## config.mk

```make
export PLATFORM = sky130hd
export DESIGN_NAME = ipn_ram
export DESIGN_NICKNAME = d
export VERILOG_FILES = /design/src/design/ipn_ram.sv
export SDC_FILE = /design/constraint.sdc
export NUM_CORES = 2
export LEC_CHECK = 0
export ABC_AREA = 1
export BUFFER_PORTS_ARGS = -buffer_cell sky130_fd_sc_hd__buf_2
export CORE_ASPECT_RATIO = 1.25
export CORE_MARGIN = 4
export CORE_UTILIZATION = 57
export DETAILED_ROUTE_END_ITERATION = 7
export PLACE_DENSITY_LB_ADDON = 0.3
export SLEW_MARGIN = 15
export SYNTH_ARGS = -nofsm -noshare
export SYNTH_HDL_FRONTEND = slang
export SYNTH_SLANG_ARGS = --single-unit
```

## constraint.sdc

```tcl
create_clock -name clk_i -period 5.7 [get_ports clk_i]
set_input_delay 0.285 -clock clk_i [delete_from_list [all_inputs] [get_ports clk_i]]
set_output_delay 0.285 -clock clk_i [all_outputs]
set_load 0.005 [all_outputs]
```

## src/design/ipn_ram.sv

```systemverilog
`timescale 1ns / 1ps
`default_nettype none
// ----------------------------------------------------------------------------
// ipn_ram: generic single-port RAM
// One address per cycle, write or read, read data registered.
// ----------------------------------------------------------------------------
module ipn_ram #(
  parameter int unsigned Width = 8,
  parameter int unsigned Depth = 256
) (
  input  wire                       clk_i,
  input  wire                       we_i,
  input  wire  [$clog2(Depth)-1:0]  addr_i,
  input  wire  [Width-1:0]          wdata_i,
  output logic [Width-1:0]          rdata_o
);

  logic [Width-1:0] mem_q [Depth];

  always_ff @(posedge clk_i) begin
    if (we_i) begin
      mem_q[addr_i] <= wdata_i;
    end
    rdata_o <= mem_q[addr_i];
  end

endmodule
`default_nettype wire

```

After elaboration in Yosys (flattened, before gate mapping)
Memories as Yosys holds them, arrays and structs flattened. A register that Yosys moved wholly into a read port is not among the register bits.
Index checks and enable logic that the tools add are counted.
- multiplexer cells: 2
- operator list (kind ; count):
    two-way mux 1 bit ; 2
- register bits after elaboration: 0
- RAM bits: 2048
- input bits: 18
- output and inout bits: 8
- logic and storage cells: 3
- memories kept: 1
- memory list (name ; words ; width ; read ports ; clocked after memory_dff ; wr ports ; RTL line ; RTL):
    mem_q ; 256 ; 8 ; 1 ; 1 ; 1 ; 18 ; logic [Width-1:0] mem_q [Depth];

Depth between registers and ports, before layout
- word-level depth: 2
- depth in mapped cells: 15

Least setup slack after synthesis
Ideal clock, no wire load.
- kind: input to register
- start point: input port addr_i[1]
- end point: memory mem_q[234][0], enable pin
- library setup time: 0.370 ns
- arrival time: 1.755 ns
- required time: 5.330 ns
- path slack: 3.575 ns
- stages: 10
- buffers on the path: 4
- path through: buf_4 inv_4 nor2_8 buf_4 buf_4 inv_2 nor2_1 nand2_1 clkbuf_1 nor2_1
- RTL lines (what ; RTL line ; RTL):
    start: declaration ; 13 ; input wire [$clog2(Depth)-1:0] addr_i,
    end: declaration ; 18 ;
No word-level cell before the write port.

Final worst setup path
- start point: input port addr_i[1]
- end point: memory mem_q[106][6], enable pin
No word-level cell before the write port.

==> impl_results.md <==
- Clk sink count: 2056
- Yosys Warn Count: 0
- Critical path endpoint category: register
- CTS buffer count: 182
- Post-route antenna net violation count: 0
- Worst skew pair latency: 0.81 ns
- Io pins: 26
- Worst r2r path cells: 12
- Power, Total: 30.5 mW
- Mean Syn Cell Area: 10.6 um^2
- Library cells used by synthesis: 18
- H-Tree Depth: 4
- Setup violators final: 0
- VDD IR-drop max: 0.000343 V
- Clock Skew: 0.0239 ns
- Hold Fails Final Rpt: 0
- CP max stage delay: 0.71 ns
- Sequential share of the synthesized area: 72.7%
- Overall routed net length: 216 mm
- Number of gates resized after cts: 0
- Hold Path Stages: 1
- #FFs+latches synth: 2056
- Post-CTS setup buffer count: 0
- CP max stage cell: nor2_8
- Fin util: 62.3%
- Avg WL per Cell: 21.7 um
- Layout cells sized above 1: 4.44%
- Post-synthesis cell count: 8021
- Largest net degree at the start of global routing: 173
- Net Count, Synth: 8039
- Most common cell on crit path: nor2_1
- Post-CTS Hold Buffers: 6
- Fmax: 280 MHz
- DP Area: 0.0864 mm^2
- LEAKAGE: 36.4 nW
- Slew HR: 16.3%
- Area grow syn2layout: 8.74%
- Commonest non-fill, non-tap cell in the layout: nand2_1
- Vias in the first global route: 54.8k
- Final WS setup: 2.13 ns
- Gr usage total: 27.8%
- Most frequent cells in the layout: 4770 x nand2_1, 2048 x edfxtp_1, 356 x nor2_1, 188 x nand3_1, 188 x clkbuf_16
- Drt via density: 5.66
- Final instance area: 0.0923 mm^2
- DR pass1 iterations: 6
- Kind of critical path: primary input to register
- Minimum clock period: 3.57 ns
- Num rows: 158
- Final Max Slew Viols: 0
- CP Launch Type: primary input
- Synth Cell Area: 0.0849 mm^2
- Outcome: complete, no violations
- Cell Pwr Density: 330 mW/mm^2
- Worst Max-Slew Pin Slew: 1.25 ns
- Hold path endpoint: mem_q[117][6]
- Port bufs: 25
- Chip Width: 353 um
- Initial Util: 57.3%
- Total number of vias: 56.4k
- Reg2reg end: rdata_o[4]
- RSZ-0062 raised after global routing: no
- Setup TNS: 0 ns
- Nets: 7910
- WP data required: 6.14 ns
- HP Class: primary input to register
- Crit path arrival time: 4.01 ns
- Core Area: 0.148 mm^2
- CTS tree: done
- Drc violations: 0
- Hold slack: 0.0409 ns
- DPL Wire Length: 120 mm
- Max Root-Sink Buffers: 3
- Cell chosen for the clock root: clkbuf_16
- Total of max-cap violations: 0
- Finished Layout Cells: 9964
- Vert. Die Dim: 439 um
- Initial antenna violation count: 6
- Post-Place Cells: 9622
- Gpl congestion: 0.889
- Clock slew at reported path FFs: 0.06 ns
- Worst r2r src: mem_q[150][4]
- Die area: 0.155 mm^2
- Reg2reg setup slack: 3.44 ns
- Peak fanout along the critical path: 126
- Pre-CTS setup slack: 1.50 ns
- Critical Path, Cell by Cell: buf_8 > inv_16 > nor2_8 > inv_2 > nor2_1 > nand2_1 > buf_4 > nor2_1
- First-pass GRT wire length: 327 mm
- Min-delay src: wdata_i[6]
- Grt total ovfl: 0
- Final cycle utilization of the critical path: 62.7%
- 1st-iter DRT viols: 6579
[cells by family after synthesis]
kind of cell	Yosys count	synth area share (%)
flip-flops	2056	72.7
AND/OR/NAND/NOR	5321	23.8
AO/OA/AOI/OAI	192	1.13
buffers and inverters	452	2.36
[final cells by class]
cell class	instances	area (um^2)
Antenna cell	3	7.51
Clock buffer	229	4920
Clock inverter	104	866
Fill cell	11100	55800
Inverter	35	165
Multi-Input combinational cell	5513	21200
Sequential cell	2056	61700
Tap cell	1920	2400
Timing Repair Buffer	104	1020
[worst max-delay path, delay by kind of cell]
family / cells / cell delay (ns)
and+or+nand+nor: 4 / 2.05
buffers and inverters: 4 / 1.38
[report_power, final]
group          total (mW)  internal (mW)  switching [mW]
sequential           16.7           16.7          0.0246
clock                12.1           6.76            5.31
combinational        1.73          0.370            1.36
[worst max-delay path by stage]
stage                                to  slack (ns)       from
after detailed placement  mem_q[106][0]        1.50  addr_i[1]
after CTS                 mem_q[106][6]        2.33  addr_i[1]
after global placement    mem_q[218][1]        1.62  addr_i[1]
after global routing      mem_q[218][4]        2.13  addr_i[1]
after floorplan           mem_q[234][0]        3.57  addr_i[1]
final                     mem_q[106][6]        2.13  addr_i[1]
[flip-flops by register name, indices dropped and copies added, names as in the netlist]
signal   flops
mem_q     2048
rdata_o      8
[Yosys cell counts]
master    number  area, um^2
a21oi_1       32         160
buf_1         52         195
buf_2        182         911
buf_4          6        45.0
buf_6          7        78.8
clkbuf_1     170         638
dfxtp_1        8         160
edfxtp_1    2048       61500
inv_1         31         116
inv_2          2        7.51
inv_4          2        12.5
nand2_1     4770       17900
nand2_4        1        11.3
nand3_1      188         941
nor2_1       361        1360
nor2_8         1        20.0
o21ai_0       41         205
o21ai_1      119         596
[per-layer routing]
layer / global-route usage, % / wire length (um)
met1: 36.0 / 81000
met2: 46.2 / 104000
met3: 4.96 / 20000
met4: 12.7 / 10800
met5: 0 / 38
(Power assumes the default switching activity.)
