$ cat src/design/ipn_mul.sv
`timescale 1ns / 1ps
`default_nettype none
// ----------------------------------------------------------------------------
// ipn_mul: shared fixed-point multiplier
// Signed product scaled back by a flooring shift, result registered.
// ----------------------------------------------------------------------------
module ipn_mul #(
  parameter int unsigned Width    = 21,
  parameter int unsigned FracBits = 16
) (
  input  wire                      clk_i,
  input  wire                      en_i,
  input  wire  signed [Width-1:0]  a_i,
  input  wire  signed [Width-1:0]  b_i,
  output logic signed [Width-1:0]  p_o
);

  logic signed [2*Width-1:0] prod;

  assign prod = a_i * b_i;

  // Hold the last product while idle
  always_ff @(posedge clk_i) begin
    if (en_i) begin
      p_o <= Width'(prod >>> FracBits);
    end
  end

endmodule
`default_nettype wire

$ cat config.mk
export PLATFORM = sky130hd
export DESIGN_NAME = ipn_mul
export DESIGN_NICKNAME = d
export VERILOG_FILES = /design/src/design/ipn_mul.sv
export SDC_FILE = /design/constraint.sdc
export NUM_CORES = 1
export LEC_CHECK = 0
export BUFFER_PORTS_ARGS = -buffer_cell sky130_fd_sc_hd__buf_2
export CORE_MARGIN = 3
export CORE_UTILIZATION = 67
export CTS_BUF_LIST = sky130_fd_sc_hd__clkbuf_16
export CTS_CLUSTER_SIZE = 30
export DETAILED_ROUTE_END_ITERATION = 8
export HOLD_SLACK_MARGIN = 0.06
export MAX_ROUTING_LAYER = met4
export PLACE_DENSITY = 0.95
export SYNTH_ARGS = -nofsm -noshare
export SYNTH_HDL_FRONTEND = slang
export SYNTH_SLANG_ARGS = --single-unit
$ cat constraint.sdc
create_clock -name clk_i -period 23 [get_ports clk_i]
set_input_delay 3.45 -clock clk_i [delete_from_list [all_inputs] [get_ports clk_i]]
set_output_delay 3.45 -clock clk_i [all_outputs]
set_load 0.02 [all_outputs]
Word level (Yosys, flattened, before mapping)
Index checks and enable logic that the tools add are counted.
{"block": "word_totals", "ff_bits": 21, "in_bits": 44, "out_inout_bits": 21}
{"block": "classes", "multipliers": 1}
{"cell": "21-bit by 21-bit multiplier with 37-bit output", "n": 1}

Depth between registers and ports, before layout
Gate-level depths: netlist of run 1.
{"block": "depth", "depth_word": 1, "depth_mapped": 27}

Least setup slack after synthesis of run 1
OpenSTA, ideal clock, no wires.
{"block": "synth_path", "path_kind": "input-to-reg", "from": "in b_i[1]", "to": "reg p_o[19] (data pin)", "setup_ns": 0.260, "arrival_ns": 9.354, "slack_ns": 13.386, "cell_stages": 23, "path_buffers": 2, "cell_sequence": "clkbuf_1 clkbuf_1 nand2_1 fa_1 fa_1 fa_1 inv_1 fa_1 fa_1 fa_1 inv_1 fa_1 inv_1 ha_1 a21oi_1 o21bai_1 a21oi_1 o211ai_1 or3_1 a21oi_2 nor3_2 nor3_1 xnor2_1"}
{"block": "synth_between", "elab_chain_len": 1}
{"element": "start, declared", "line_no": "14", "source": "input wire signed [Width-1:0] b_i,"}
{"element": "21-bit by 21-bit multiplier with 37-bit output", "line_no": "20", "source": "assign prod = a_i * b_i;"}
{"element": "named net prod[35]", "line_no": "18", "source": "logic signed [2*Width-1:0] prod;"}
{"element": "end signal, assigned", "line_no": "25", "source": "p_o <= Width'(prod >>> FracBits);"}
{"element": "end, declared", "line_no": "15", "source": "output logic signed [Width-1:0] p_o"}
The timed path passes the listed nets, and every way through them passes these cells.
A chain may end at the register's enable or synchronous reset.

Worst setup path after layout of run 1
{"block": "layout_path", "from": "in b_i[0]", "to": "reg p_o[20] (data pin)"}
The elaborated chain is that of the path after synthesis.

==> results of run 1 <==
[kinds of logic after synthesis]
group,Yosys count,synth area share
buffers and inverters,558,0.137
adders and majority gates,511,0.620
and+or+nand+nor,477,0.154
AOI/OAI and AO/OA,51,0.0246
xor gates and xnor gates,40,0.0229
DFF,21,0.0413
[metrics by stage]
step                      instance area [um2]  cells
final                                   15700   1928
after global routing                    15700   1928
after CTS                               15700   1926
after detailed placement                15700   1922
after floorplan                         15300   1658
after global placement                  15700   1922
[final cells by class]
class	instances	area, um2	area share
sequential	21	631	0.0401
tap	280	350	0.0223
timing repair buffer	64	320	0.0204
clock buffer	3	75.1	0.00477
clock inverter	1	3.75	0.000239
inverter	478	1790	0.114
multi-input combinational	1079	12600	0.798
antenna	2	5.00	0.000318
[worst max-delay path by stage]
stage | to | slack, ns | cells after the start
floorplan | p_o[19] | 13.39 | 23
global placement | p_o[19] | 12.93 | 23
detailed placement | p_o[19] | 12.76 | 23
CTS | p_o[19] | 13.04 | 23
global route | p_o[19] | 12.67 | 23
finish | p_o[20] | 12.94 | 23
[critical path: stages]
cell	delay (ns)
buf_2	0.32
nand2_1	0.16
inv_1	0.16
fa_1	0.45
ha_1	0.47
inv_1	0.20
fa_1	0.58
inv_1	0.06
fa_1	0.50
inv_1	0.07
fa_1	0.58
fa_1	0.46
fa_1	0.50
inv_1	0.04
ha_1	0.36
a21o_1	0.20
a21oi_1	0.16
o211ai_1	0.22
or3_1	0.38
a21oi_2	0.23
nor3_2	0.12
nor3_1	0.31
nor3_2	0.08
[cell usage after synthesis (3+ instances only)]
library cell	number
clkbuf_1	77
o21ai_0	3
ha_1	101
and2_1	187
o21ai_1	3
xor2_1	10
a21o_1	3
inv_1	477
a21oi_2	4
nand2b_1	8
nand3_1	10
nand4_1	4
fa_1	410
a211oi_1	3
edfxtp_1	21
xnor2_1	30
a21oi_1	13
nand2_1	235
o21a_1	3
o21bai_1	3
nor2_1	17
buf_1	3
[routing by layer]
layer	vias up	track usage
met5	-	-
met4	0	0.164
met3	207	0.0544
met2	684	0.564
met1	5575	0.393
li1	4635	-
==> run metrics, run 1 <==
CTS tree=built; PortBufs=64; Hold WS=between 3 and 4 ns; vias per cell=between 5 and 6; EDFF count, synth=21; Reg with most FFs=p_o; IO Pins=65; post-synth cell types=47; number of global-route vias before repair=approximately 13000; Final Hold Viols=0; initial DRC count=1023; Hold Path Class=input pin to register; Yosys reg bits=21; clock root cell=clkbuf_16; crit path launch=b_i[0]; post-route ant nets=0; crit path time final=between 10 and 15 ns; commonest non-fill, non-tap cells in the layout=478 x inv_1, 410 x fa_1, 235 x nand2_1; critical path class=input pin to register; final setup violating endpoints=0; Worst EP arrival=10.08 ns; Final period util=0.437; setup bufs post-CTS=0; initial core utilization=0.692; Congestion Overflow GR=0; Die X=roughly 160 um; Slew headroom=0.537; max layer used=met4; synthesized area per cell=between 9 and 10 um2; met2 wire len=19.0 mm; Die Y=around 160 um; synthesized net count=2213; max-cap viol count=0; synthesized cell area=roughly 0.015 mm2; dpl hpwl=~31 mm; dominant synthesized flop cell=edfxtp_1; Setup crit start kind=input pin; Ys Warns=0; Crit. End Element=register; largest net degree at the start of global routing=23; Total Neg Setup Slack=0 ns; row count=54; final WL=roughly 37 mm; RSZ-0062 raised after global routing=no; RePlAce Congestion=0.945; Fillers=roughly 1500; Worst-path clk slew=~0.06 ns; Bufs on Longest Clock Path=2; Synth area leaders=fa_1 54%, inv_1 12%, ha_1 8.3%, and2_1 7.7%, nand2_1 5.8%; Top Registers=p_o (21); f_max=99.4 MHz; max reg flops=21; CTS Buf Count=3; DR vias=~11000; Total GRT Usage=0.335; H-tree depth=1; Worst Max-Slew Pin Slew=approximately 0.7 ns; Clock Sinks=21; sequential fraction of the synthesis area=0.0413; first-pass GRT wire length=62.3 mm; WL met1=~13 mm; worst hold stages=1; Min-Delay Endpoint=p_o[5]; drt drc=0; CTS hold repair buffers=0; Core Footprint=between 0.02 and 0.025 mm2; cts repair resizes=0; Die ar.=between 0.02 and 0.025 mm2; layout cells sized above 1=0.0498; Worst EP required=23.01 ns; DRT Pass-1 Iters=6; final core utilization=0.712; most common cell after layout, fill and taps aside=inv_1; final worst slack=~13 ns; post-synth top area share=0.537; hold path start=en_i; dpl ws=12.76 ns; initial antenna violation count=2; count of pins over their slew limit=0; Synth area leader=fa_1; area grow syn2layout=2.97%; Max FO, Critical Path=20; status=finished clean; Syn Inst Count=1658; Layout Nets=between 2000 and 2500; WL per Instance=around 19 um; Synth async-reset ratio=0; met3 wire len=3.18 mm
Power of run 1 is left out: the tool's default activity adds up to more than one toggle a clock period on the data nets, which glitch-free logic cannot reach.
==> run 2, diff against run 1 <==
Settings changed: CORE_UTILIZATION 67 to 66.
Clock period 23 ns to 10.35 ns, I/O delays scaled along.
==> run metrics, run 2 (synthesis results as in run 1) <==
status=finished clean; Slew headroom=0.502; row count=55; Setup crit start kind=input pin; Crit. End Element=register; drt drc=0; CTS tree=built; layout cells sized above 1=0.0498; Worst path slowest cell=fa_1; Total GRT Usage=0.343; FF/Latch Area=between 600 and 700 um2; initial core utilization=0.673; Worst Max-Slew Pin Slew=between 0.7 and 0.8 ns; area of the multi-input gates=0.0126 mm2; Die X=about 160 um; Clock Sinks=21; slowest cell delay on critical path=~0.76 ns; most common cell after layout, fill and taps aside=inv_1; Final period util=0.791; Hold Path Class=input pin to register; Worst EP arrival=between 8 and 9 ns; Bufs on Longest Clock Path=2; Total Neg Setup Slack=0 ns; Final Hold Viols=0; first-pass GRT wire length=64.2 mm; count of pins over their slew limit=0; DR vias=approximately 11000; DRT Pass-1 Iters=7; max reg flops=21; max-cap viol count=0; initial DRC count=934; Bufs and invs on worst path=6; Core Footprint=between 0.02 and 0.025 mm2; H-tree depth=1; number of global-route vias before repair=13200; cts repair resizes=0; final setup violating endpoints=0; Max FO, Critical Path=21; RSZ-0062 raised after global routing=no; RePlAce Congestion=between 0.9 and 1; CTS hold repair buffers=0; crit-path cells=buf_2 > nand2_1 > inv_1 > fa_1 > inv_1 > fa_1 > inv_1 > fa_1 > fa_1 > fa_1 > fa_1 > inv_1 > fa_1 > inv_1 > ha_1 > nor2b_1 > o21ai_0 > nand2b_1 > or3_1 > a21oi_2 > nor3_2 > nor3_1 > xnor2_1; commonest non-fill, non-tap cells in the layout=478 x inv_1, 410 x fa_1, 235 x nand2_1; CTS Buf Count=3; initial antenna violation count=1; PortBufs=64; Die Y=158 um; final WL=approximately 38 mm; dpl hpwl=between 30 and 40 mm; critical path class=input pin to register; IO Pins=65; setup bufs post-CTS=0; Fillers=1547; clock root cell=clkbuf_16; vias per cell=5.80; Worst path most repeated cell=fa_1; Congestion Overflow GR=0; Die ar.=around 0.025 mm2; post-route ant nets=0; area grow syn2layout=3.00%; crit path time final=approximately 8.2 ns; Layout Nets=around 2200; largest net degree at the start of global routing=23; Top Registers=p_o (21); Worst EP required=a little over 10 ns; crit-path leading delay family=adder cells; WL per Instance=19.9 um; Reg with most FFs=p_o; f_max=122 MHz; Worst-path clk slew=about 0.060 ns
==> run 2: cell type report <==
cell class / instances / share of cell area
multi-input combinational: 1079 / 0.798
inverter: 478 / 0.114
sequential: 21 / 0.0401
tap: 285 / 0.0227
timing repair buffer: 64 / 0.0203
clock buffer: 3 / 0.00477
clock inverter: 1 / 0.000238
antenna: 1 / 0.000159
==> run 2: final timing paths <==
check	endpoint	cells after the start	startpoint	slack, ns
setup / recovery	p_o[19]	23	b_i[3]	2.16
hold / removal	p_o[6]	1	en_i	1.81
==> run 2: metal layers <==
layer | vias up | global-route usage | wire [um]
met5 | - | - | 0
li1 | 4641 | - | -
met3 | 221 | 0.0648 | 3120
met1 | 5693 | 0.385 | 12800
met4 | 0 | 0.206 | 2800
met2 | 648 | 0.572 | 19700
==> run 2: through the flow <==
step	instances	instance area, um2	hold slack, ns	setup WS (ns)	util
detailed placement	1927	15700	1.99	1.94	0.690
global placement	1927	15700	2.00	2.26	0.690
CTS	1931	15700	1.82	2.20	0.693
global route	1932	15700	1.83	1.92	0.693
finish	1932	15700	1.81	2.16	0.693
floorplan	1658	15300	1.67	2.63	-
Power of run 2 is left out for the same reason.
